### config.mk
export PLATFORM = sky130hd
export DESIGN_NAME = mpp_fifo
export DESIGN_NICKNAME = d
export VERILOG_FILES = /design/src/mpp_pkg.sv /design/src/mpp_fifo.sv
export SDC_FILE = /design/constraint.sdc
export NUM_CORES = 1
export LEC_CHECK = 0
export ABC_AREA = 1
export BUFFER_PORTS_ARGS = -buffer_cell sky130_fd_sc_hd__buf_2
export CAP_MARGIN = 10
export CORE_MARGIN = 2
export CORE_UTILIZATION = 30
export CTS_BUF_LIST = sky130_fd_sc_hd__clkbuf_2 sky130_fd_sc_hd__clkbuf_4 sky130_fd_sc_hd__clkbuf_8
export DETAILED_ROUTE_END_ITERATION = 8
export GPL_TIMING_DRIVEN = 0
export PLACE_DENSITY = 0.56
export SYNTH_ARGS = -nofsm -noshare
export SYNTH_HDL_FRONTEND = slang
export SYNTH_SLANG_ARGS = --single-unit
### constraint.sdc
create_clock -name clk -period 2.3 [get_ports clk]
set_input_delay 0.69 -clock clk [delete_from_list [all_inputs] [get_ports clk]]
set_output_delay 0.69 -clock clk [all_outputs]
set_load 0.1 [all_outputs]
### src/mpp_pkg.sv
// ----------------------------------------------------------------------------
// mpp_pkg
// Shared widths, register indexes and queue item type of the MED predictor.
// ----------------------------------------------------------------------------
package mpp_pkg;

  localparam int PIX_W         = 8;
  localparam int CFG_W         = 13;
  localparam int COL_W         = 12;
  localparam int CFG_IDX_W     = 1;
  localparam int DIM_LIMIT     = 4096;
  localparam int DEF_MAX_WIDTH = 4096;
  localparam int QDEPTH        = 2;

  typedef enum logic [CFG_IDX_W-1:0] {
    CFG_IMAGE_WIDTH  = 1'b0,
    CFG_IMAGE_HEIGHT = 1'b1
  } cfg_idx_t;

  typedef struct packed {
    logic [PIX_W-1:0] pixel;
    logic [COL_W-1:0] col;
    logic             first_row;
    logic             first_col;
    logic             frame_end;
  } item_t;

endpackage

### src/mpp_fifo.sv
// ----------------------------------------------------------------------------
// mpp_fifo
// Two-entry queue of tagged pixel requests between front and back.
// ----------------------------------------------------------------------------
module mpp_fifo (
  input  logic           clk,
  input  logic           rst_n,
  input  logic           push,
  input  mpp_pkg::item_t push_item,
  output logic           full,
  input  logic           pop,
  output logic           q_valid,
  output mpp_pkg::item_t q_item
);
  import mpp_pkg::*;

  localparam int PW = $clog2(QDEPTH);

  item_t           store_r [QDEPTH];
  logic [PW-1:0]   wr_ptr_r, rd_ptr_r;
  logic [PW:0]     count_r;

  assign full    = (count_r == (PW+1)'(QDEPTH));
  assign q_valid = (count_r != '0);
  assign q_item  = store_r[rd_ptr_r];

  always_ff @(posedge clk) begin
    if (!rst_n) begin
      wr_ptr_r <= '0;
      rd_ptr_r <= '0;
      count_r  <= '0;
    end else begin
      if (push) wr_ptr_r <= wr_ptr_r + 1'b1;
      if (pop)  rd_ptr_r <= rd_ptr_r + 1'b1;
      case ({push, pop})
        2'b10:   count_r <= count_r + 1'b1;
        2'b01:   count_r <= count_r - 1'b1;
        default: count_r <= count_r;
      endcase
    end
  end

  always_ff @(posedge clk) begin
    if (push) store_r[wr_ptr_r] <= push_item;
  end

endmodule

==> key figures <==
Run status
  – Status: finished, final reports clean

Global route
  – Met1 Use GR: 11.1%
  – Largest net degree at the start of global routing: 24
  – Met2 Track Usage GR: 17.7%
  – Most Crowded Layer GR: met2
  – GRT Total Usage: 10.3%
  – Initial antenna violation count: 0
  – First-pass GRT wire length: 5510 um
  – GR Layer Usage met3: 3.88%
  – Vias in the first global route: 1177
  – GRT overflow: 0

Worst setup path
  – Cell Chain, Critical Path: buf_6, mux2_2, buf_2
  – CP max FO: 10
  – Worst Setup Path Type: flop to output port
  – Critical Path Sink Type: output port
  – Critical path startpoint category: flop
  – Worst Path Required: 1.61 ns
  – Critical path's largest stage delay: 0.40 ns
  – Arr. time, crit path: 1.51 ns
  – Crit-path slowest cell: dfxtp_2

Synth
  – Synth cell types: 11
  – Syn Area/Cell: 17.8 um^2
  – Yosys reg bits: 51
  – Post-Syn Instances: 106
  – Yosys warnings: 0
  – Mapped Nets: 134
  – Post-Syn Area: 1890 um^2
  – Sequential share of the synthesized area: 78.4%

Timing
  – Fmax: 454 MHz
  – Hold slack: 0.511 ns
  – Clock skew: 0.00646 ns
  – Final Hold Viols: 0
  – Minimum period implied by the final worst setup slack: 2.20 ns
  – Final worst-path cycle share: 95.7%
  – Final Setup Violations: 0
  – Slew Viols, Final: 0
  – Worst slew pin tran: 0.973 ns
  – RSZ-0062 raised after global routing: no
  – Max-Slew Margin vs Limit: 35.0%

Place
  – Post-DP HPWL: 2470 um
  – Buffers on Ports: 51
  – GP Congestion: 0.696

Routing
  – DR vias/cell: 4.44
  – Final wirelength: 3470 um
  – DR iter-0 viols: 25
  – Final ANT Viol Nets: 0
  – DRT Pass-1 Iters: 4
  – DR vias: 1069
  – DRC viols: 0
  – Avg WL per Cell: 14.4 um

Cells and area
  – Syn-to-layout area delta: 24.4%
  – Area occupied by multi-input gates: 368 um^2
  – Final net count: 193
  – ANT cells: 0
  – Layout cells sized above 1: 53.0%
  – Fillers: 582
  – FF/Latch Area: 1480 um^2
  – Commonest non-fill, non-tap cell in the layout: buf_2
  – Util after Layout: 39.2%
  – Commonest non-fill, non-tap cells in the layout: buf_2 (48), edfxtp_1 (46), mux2_2 (23), nand2_1 (9), nor2_1 (9)

Floorplan
  – Core area: 5990 um^2
  – Starting Density: 31.5%
  – Die W: 83.4 um
  – Die Y: 83.4 um
  – Die area: 6950 um^2
  – Cell Rows: 28
  – Ports: 52

Clock network
  – # resized after CTS: 4
  – H-tree Lvls: 2
  – Clock sinks: 51
  – Clock Latency Late Sink: 0.30 ns
  – TritonCTS clock tree: built
  – Hold-fix buffers, CTS: 0
  – Worst-path clk slew: 0.09 ns
  – Setup bufs post-CTS: 0
  – Root buf cell: clkbuf_8
  – Num CTS Buffers: 5
  – Clk buf depth: 2

Job
  – MaxCap Viol Count: 0

Power and ir drop
  – Worst vdd ir: 290 uV
  – Leak: 0.920 nW
  – Power Density: 874 nW/um^2
  – Total power: 2.06 mW

Hold path
  – Hold Crit Class: flop to flop
-- flip-flops by register name, indices dropped and copies added, names as in the netlist, named ones only --
signal	count
count_r	2
store_r	46
wr_ptr_r	1
rd_ptr_r	1
-- worst paths after layout --
check,startpoint,end,slack (ns),depth (start not counted)
worst max-delay path,flop,q_item[16],0.1,3
worst min-delay path,rd_ptr_r,rd_ptr_r,0.51,2
worst max register to register,wr_ptr_r,store_r[1][16],0.73,2
worst min register to register,rd_ptr_r,rd_ptr_r,0.51,2
-- layer usage --
| layer | vias up | wire length (um) |
|---|---|---|
| li1 | 505 | - |
| met4 | 0 | 95 |
| met3 | 9 | 225 |
| met5 | - | 0 |
| met1 | 514 | 1320 |
| met2 | 41 | 1820 |
-- per-stage QoR --
step	instance area [um^2]	TNS [ns]	setup slack [ns]	cells
2_1_floorplan	1890	0	0.178	106
3_3_place_gp	2240	-10.56	-0.460	232
3_5_place_dp	2260	0	0.262	233
5_1_grt	2350	0	0.0346	241
6_report	2350	0	0.0987	241
4_1_cts	2350	0	0.0719	241
-- Yosys cell counts --
master / n / area share, %
inv_1: 6 / 1.2
edfxtp_1: 46 / 73
ha_1: 1 / 0.66
nand2_1: 9 / 1.8
nand4_1: 1 / 0.33
a21oi_1: 1 / 0.26
o21ai_0: 1 / 0.26
mux2_2: 23 / 14
nor2_1: 11 / 2.2
buf_6: 2 / 1.2
dfxtp_1: 5 / 5.3
-- cell type report --
type | count | area share, %
buffer | 2 | 0.958
sequential | 51 | 63.1
timing repair buffer | 52 | 11.8
tap | 75 | 3.99
inverter | 6 | 0.958
clock inverter | 3 | 0.639
clock buffer | 5 | 2.93
multi-input combinational | 47 | 15.6
-- power breakdown --
group          leakage [nW]  internal [mW]  switching [mW]
clock                0.0477          0.209           0.276
combinational         0.399         0.0989           0.389
sequential            0.474           1.07          0.0173
total                 0.920           1.37           0.682
-- logic make-up (layout without fill, tap and decap cells) --
family / after synthesis / after routing / synth area share (%)
buffers and inverters: 8 / 68 / 2.38
AOI/OAI and AO/OA: 2 / 2 / 0.529
adders and majority gates: 1 / 1 / 0.662
muxes: 23 / 23 / 13.7
and+or+nand+nor: 21 / 21 / 4.30
DFF: 51 / 51 / 78.4
-- critical path: cells and delay by family (launching register included) --
| family | cells | cell delay (ns) |
|---|---|---|
| buffers and inverters | 2 | 0.46 |
| DFF | 1 | 0.40 |
| muxes | 1 | 0.34 |
(Power assumes the default switching activity.)
