File: src/mpp_pkg.sv
// ----------------------------------------------------------------------------
// mpp_pkg
// Shared widths, register indexes and queue item type of the MED predictor.
// ----------------------------------------------------------------------------
package mpp_pkg;

  localparam int PIX_W         = 8;
  localparam int CFG_W         = 13;
  localparam int COL_W         = 12;
  localparam int CFG_IDX_W     = 1;
  localparam int DIM_LIMIT     = 4096;
  localparam int DEF_MAX_WIDTH = 4096;
  localparam int QDEPTH        = 2;

  typedef enum logic [CFG_IDX_W-1:0] {
    CFG_IMAGE_WIDTH  = 1'b0,
    CFG_IMAGE_HEIGHT = 1'b1
  } cfg_idx_t;

  typedef struct packed {
    logic [PIX_W-1:0] pixel;
    logic [COL_W-1:0] col;
    logic             first_row;
    logic             first_col;
    logic             frame_end;
  } item_t;

endpackage

File: src/mpp_front.sv
// ----------------------------------------------------------------------------
// mpp_front
// Holds the frame size, tracks raster position and tags each pixel request.
// ----------------------------------------------------------------------------
module mpp_front #(
  parameter int MAX_WIDTH = mpp_pkg::DEF_MAX_WIDTH
) (
  input  logic                            clk,
  input  logic                            rst_n,
  input  logic                            cfg_we,
  input  logic [mpp_pkg::CFG_IDX_W-1:0]   cfg_index,
  input  logic [mpp_pkg::CFG_W-1:0]       cfg_wdata,
  input  logic                            in_valid,
  output logic                            in_stall,
  input  logic [mpp_pkg::PIX_W-1:0]       in_pixel,
  output logic                            push,
  output mpp_pkg::item_t                  push_item,
  input  logic                            q_full
);
  import mpp_pkg::*;

  localparam int WMAX = (MAX_WIDTH < DIM_LIMIT) ? MAX_WIDTH : DIM_LIMIT;
  localparam logic [CFG_W-1:0] WMAX_C = CFG_W'(WMAX);
  localparam logic [CFG_W-1:0] HMAX_C = CFG_W'(DIM_LIMIT);

  logic [COL_W-1:0] width_last_r, height_last_r;
  logic [COL_W-1:0] col_r, row_r;
  logic [COL_W-1:0] width_last_nxt, height_last_nxt;
  logic             last_col, last_row;

  always_comb begin
    if (cfg_wdata == '0) begin
      width_last_nxt  = '0;
      height_last_nxt = '0;
    end else begin
      width_last_nxt  = (cfg_wdata > WMAX_C) ? COL_W'(WMAX_C - 1'b1)
                                             : COL_W'(cfg_wdata - 1'b1);
      height_last_nxt = (cfg_wdata > HMAX_C) ? COL_W'(HMAX_C - 1'b1)
                                             : COL_W'(cfg_wdata - 1'b1);
    end
  end

  assign in_stall  = q_full;
  assign push      = in_valid & ~q_full;
  assign last_col  = (col_r == width_last_r);
  assign last_row  = (row_r == height_last_r);

  assign push_item.pixel     = in_pixel;
  assign push_item.col       = col_r;
  assign push_item.first_row = (row_r == '0);
  assign push_item.first_col = (col_r == '0);
  assign push_item.frame_end = last_col & last_row;

  always_ff @(posedge clk) begin
    if (!rst_n) begin
      width_last_r  <= COL_W'(WMAX_C - 1'b1);
      height_last_r <= COL_W'(HMAX_C - 1'b1);
      col_r         <= '0;
      row_r         <= '0;
    end else if (cfg_we) begin
      unique case (cfg_idx_t'(cfg_index))
        CFG_IMAGE_WIDTH:  width_last_r  <= width_last_nxt;
        CFG_IMAGE_HEIGHT: height_last_r <= height_last_nxt;
        default:          ;
      endcase
      col_r <= '0;
      row_r <= '0;
    end else if (push) begin
      if (last_col) begin
        col_r <= '0;
        row_r <= last_row ? '0 : row_r + 1'b1;
      end else begin
        col_r <= col_r + 1'b1;
      end
    end
  end

endmodule

File: config.mk
export PLATFORM = sky130hd
export DESIGN_NAME = mpp_front
export DESIGN_NICKNAME = d
export VERILOG_FILES = /design/src/mpp_pkg.sv /design/src/mpp_front.sv
export SDC_FILE = /design/constraint.sdc
export NUM_CORES = 1
export LEC_CHECK = 0
export BUFFER_PORTS_ARGS = -buffer_cell sky130_fd_sc_hd__buf_4
export CAP_MARGIN = 0
export CORE_MARGIN = 3
export CORE_UTILIZATION = 55
export DETAILED_ROUTE_END_ITERATION = 10
export GPL_TIMING_DRIVEN = 1
export HOLD_SLACK_MARGIN = 0.06
export PLACE_DENSITY_LB_ADDON = 0.25
export SYNTH_ARGS = -nofsm -noshare
export SYNTH_HDL_FRONTEND = slang
export SYNTH_SLANG_ARGS = --single-unit
File: constraint.sdc
create_clock -name clk -period 2 [get_ports clk]
set_input_delay 0.1 -clock clk [delete_from_list [all_inputs] [get_ports clk]]
set_output_delay 0.1 -clock clk [all_outputs]
set_load 0.05 [all_outputs]
==> results.txt <==
The tools report the initial antenna violation count as 0. Yosys printed 0 warnings. For the portion of total power attributed to sequential cells, the log shows 55.0%. Counting every sink on the clock net gives 48. The top flip-flop cell by instance count after synthesis is dfxtp_1. The final cell area excluding filler cells was 3310 um2; the clock input transition at the sequential cells of the worst setup and hold paths was 0.09 ns.

During placement, the flow inserted port buffers numbering 35. For this block, wires on met1 add up to 2.88 mm. The final hold violation count was 0. The post-layout minimum cycle time is 1.87 ns.

On the final layout, the worst clock skew is 0.00532 ns. The run gives 61.8% as the remaining max-slew budget at the tightest pin. The number of global-route vias before repair was 2356. Vias after detailed routing: 2549. The total grt overflow is 0.

After the last flow step, the layout net total stands at 401. The post-detailed-routing wire length is 6.65 mm, and the maximum fanout along the worst path is 7. The tools report the buffer levels on the longest clock path as 2. Across all register-to-register paths, the minimum setup slack is 0.13 ns. The required time of the worst setup path was 2.20 ns; the number of synthesized flops with an enable pin was 0. Entering global routing, the biggest net connects 28 pins.

The iteration count of the initial detailed-routing pass is 4, and the number of flip-flops and latches in the synthesized netlist is 48. The area growth from synthesis to layout is 15.7%. After floorplanning, the core was divided into 25 placement rows. The run finished with clean final reports. Number of distinct library cell variants in the gate-level netlist after synthesis: 52.

Placeable core region: 4880 um2. Cell internal power was estimated by the tool at 1.33 mW. In this run the power spent charging and discharging nets is 0.496 mW. Prior to clock tree synthesis, the placed netlist has a worst setup slack of 0.0437 ns.

Detailed routing placed a total of 457 um of wire on met3. The run gives 32.6% as the proportion of power drawn by the clock network. The tools report the count of maximum capacitance violations as 0.

The share of layout cells above drive strength 1 works out to 24.9%. The number of levels the H-tree was split into is 2. The tools report the core utilization of the finished layout as 67.8%.

The logs give 0 for the number of pins with negative max-slew slack in the final report and 0 for the total of endpoints with negative setup slack in the final report. The worst setup path is captured at a register. The synthesized netlist cell count was 337. Summed over all nets, wire length on met2 after detailed routing comes to 3.11 mm. Across every metal layer, demand over resource in global routing totals 22.5%. The highest metal layer carrying signal wires in the routed design is met4.

The placed cell area was 3180 um2; the endpoint arrival time on the critical path was 2.07 ns. Setup repair after global routing left no endpoint under its margin. The total power density per cell area is 551 nW/um2. At the pin with the least slew margin, the transition time is 0.567 ns. The tools report the first-pass GRT wire length as 11.2 mm. After detailed routing, the average wire length per cell comes to 15.3 um. The initial utilization of the core area, before any placement, comes to 58.6%. For this design the static power due to leakage is 1.29 nW. The top achievable clock speed came out at 535 MHz. The type of the setup path with the least slack was register to register.

Of the total power, the share spent switching nets is 27.2%. In the routed layout, each cell is associated on average with a via count of 5.85. The cell sitting at the root of the clock tree is a clkbuf_8. The final setup slack of the worst path was 0.130 ns.

The number of clock buffers added by TritonCTS is 5. In this run the remaining antenna-violating nets after routing total 0. The worst slack on hold paths is 0.111 ns, and the height of the chip is 78.1 um. STA classifies the critical path startpoint as a register.

The worst supply voltage drop on vdd was 235 uV. The run gives 6100 um2 as the die outline area. The final critical path takes up 93.5% of the cycle. Sequential fraction of the synthesis area: 33.6%. The logs give 12.4% for the part of the total power dissipated in combinational logic and 1.00 for the final estimated routing congestion in global placement.

The number of I/O pins was 52. The tools report the number of fillers in the final layout as 432. The classification of the worst-slack hold path is input pin to register. Once detailed placement completed, the half-perimeter wirelength came to 5.24 mm.

The average cell area after synthesis came out at 8.48 um2. The horizontal extent of the die was 78.1 um; the async set or reset register ratio after synthesis was 0%. In this run, the number of DRC markers left after iteration 0 of detailed routing was 163.

Clock latency on the worst-skew pair, taken at its later pin, is 0.30 ns. The number of nets handed over by synthesis was 370. The repair_antennas step left the layout with diodes totalling 0. TritonCTS built the clock tree. The mapped netlist covers 2860 um2. For this run, design rule violations remaining after detail routing come to 0.
sequential cells by signal (all words and copies together), names as in the netlist:
| signal | flops |
|---|---|
| height_last_r | 12 |
| width_last_r | 12 |
| col_r | 12 |
| row_r | 12 |
final timing paths:
path / depth (start not counted) / from / endpoint
setup / recovery: 6 / col_r[8]$_SDFFE_PP0P_ / row_r[3]$_SDFFE_PP0P_
hold reg to reg: 2 / height_last_r[3]$_SDFFE_PN1P_ / height_last_r[3]$_SDFFE_PN1P_
hold / removal: 2 / rst_n / width_last_r[8]$_SDFFE_PN1P_
setup reg to reg: 6 / col_r[8]$_SDFFE_PP0P_ / row_r[3]$_SDFFE_PP0P_
metal layers:
metal  vias up  global-route usage [%]
li1       1248                       -
met1      1170                    29.6
met5         -                       0
met3        21                    2.52
met4         0                    9.97
met2       110                    37.2
through the flow:
| stage | instances | TNS, ns | total power, mW |
|---|---|---|---|
| after floorplan | 337 | -0.104 | 1.21 |
| after global placement | 427 | 0 | 1.24 |
| after detailed placement | 427 | 0 | 1.25 |
| after CTS | 436 | 0 | 1.83 |
| after global routing | 436 | 0 | 1.89 |
| final | 436 | 0 | 1.82 |
final cells by class:
cell class,count,area (um2),area share [%]
repair buffers,51,395,12.0
flip-flops and latches,48,986,29.8
clock buffers,5,68.8,2.08
well taps,67,83.8,2.53
multi-input cells,250,1710,51.6
inverters,12,45.0,1.36
clock inverters,3,22.5,0.681
cells in the final DEF, fill, tap and decap left out, types with 3 or more instances in the layout:
| master | n |
|---|---|
| xor2_1 | 20 |
| nand3_1 | 10 |
| o211ai_1 | 14 |
| nor4b_1 | 3 |
| nand2_1 | 38 |
| o32ai_1 | 3 |
| a21oi_1 | 10 |
| clkbuf_8 | 5 |
| nor2_1 | 28 |
| buf_4 | 50 |
| dfxtp_2 | 14 |
| dfxtp_1 | 32 |
| inv_1 | 12 |
| and3_1 | 5 |
| xnor2_1 | 25 |
| nor4_1 | 14 |
| nor3_1 | 10 |
| and2_1 | 3 |
| and4_1 | 3 |
| nand4_1 | 11 |
| nor2b_1 | 3 |
| a31oi_1 | 3 |
| ha_1 | 6 |
critical path, stage by stage (launching register included):
cell and delay, ns:
dfxtp_2 0.37, xnor2_1 0.26, nand4_4 0.12, or4_4 0.56
o21ai_4 0.23, buf_4 0.18, nor2_1 0.05
power groups by stage:
| stage | registers (mW) | clock network [mW] | logic [mW] |
|---|---|---|---|
| floorplan | 1.02 | 0 | 0.190 |
| global placement | 1.02 | 0 | 0.220 |
| detailed placement | 1.03 | 0 | 0.225 |
| CTS | 1.00 | 0.605 | 0.225 |
| global route | 1.00 | 0.634 | 0.252 |
| finish | 1.00 | 0.594 | 0.226 |
Yosys cell counts (6+ instances only):
cell,n,share of area [%]
dfxtp_1,48,34
nand2_1,38,5.0
nor2_1,28,3.7
xnor2_1,25,7.7
xor2_1,20,6.1
nor4_1,17,3.7
o211ai_1,14,3.7
inv_1,12,1.6
buf_4,11,2.9
nand4_1,11,2.4
a21oi_1,10,1.8
nand3_1,10,1.8
nor3_1,10,1.8
clkbuf_1,9,1.2
ha_1,6,2.6
cell families (layout without fill, tap and decap cells):
| group | count (synthesis) | after routing | share of synthesized area [%] |
|---|---|---|---|
| AND/OR/NAND/NOR | 149 | 149 | 28.6 |
| buffers and inverters | 39 | 71 | 7.96 |
| AO/OA/AOI/OAI | 46 | 46 | 11.6 |
| adder cells (fa/ha/maj) | 7 | 7 | 2.98 |
| XOR/XNOR | 47 | 47 | 14.9 |
| flip-flops | 48 | 48 | 33.6 |
| multiplexers | 1 | 1 | 0.350 |
timing repair:
item                       CTS  global route
hold buffers                 0             0
hold endpoints to repair     0             0
setup buffers                1             0
setup endpoints to repair    1             7
pin swaps                    1             1
gates resized for setup      4             3
Power figures use the tool's default switching activity.
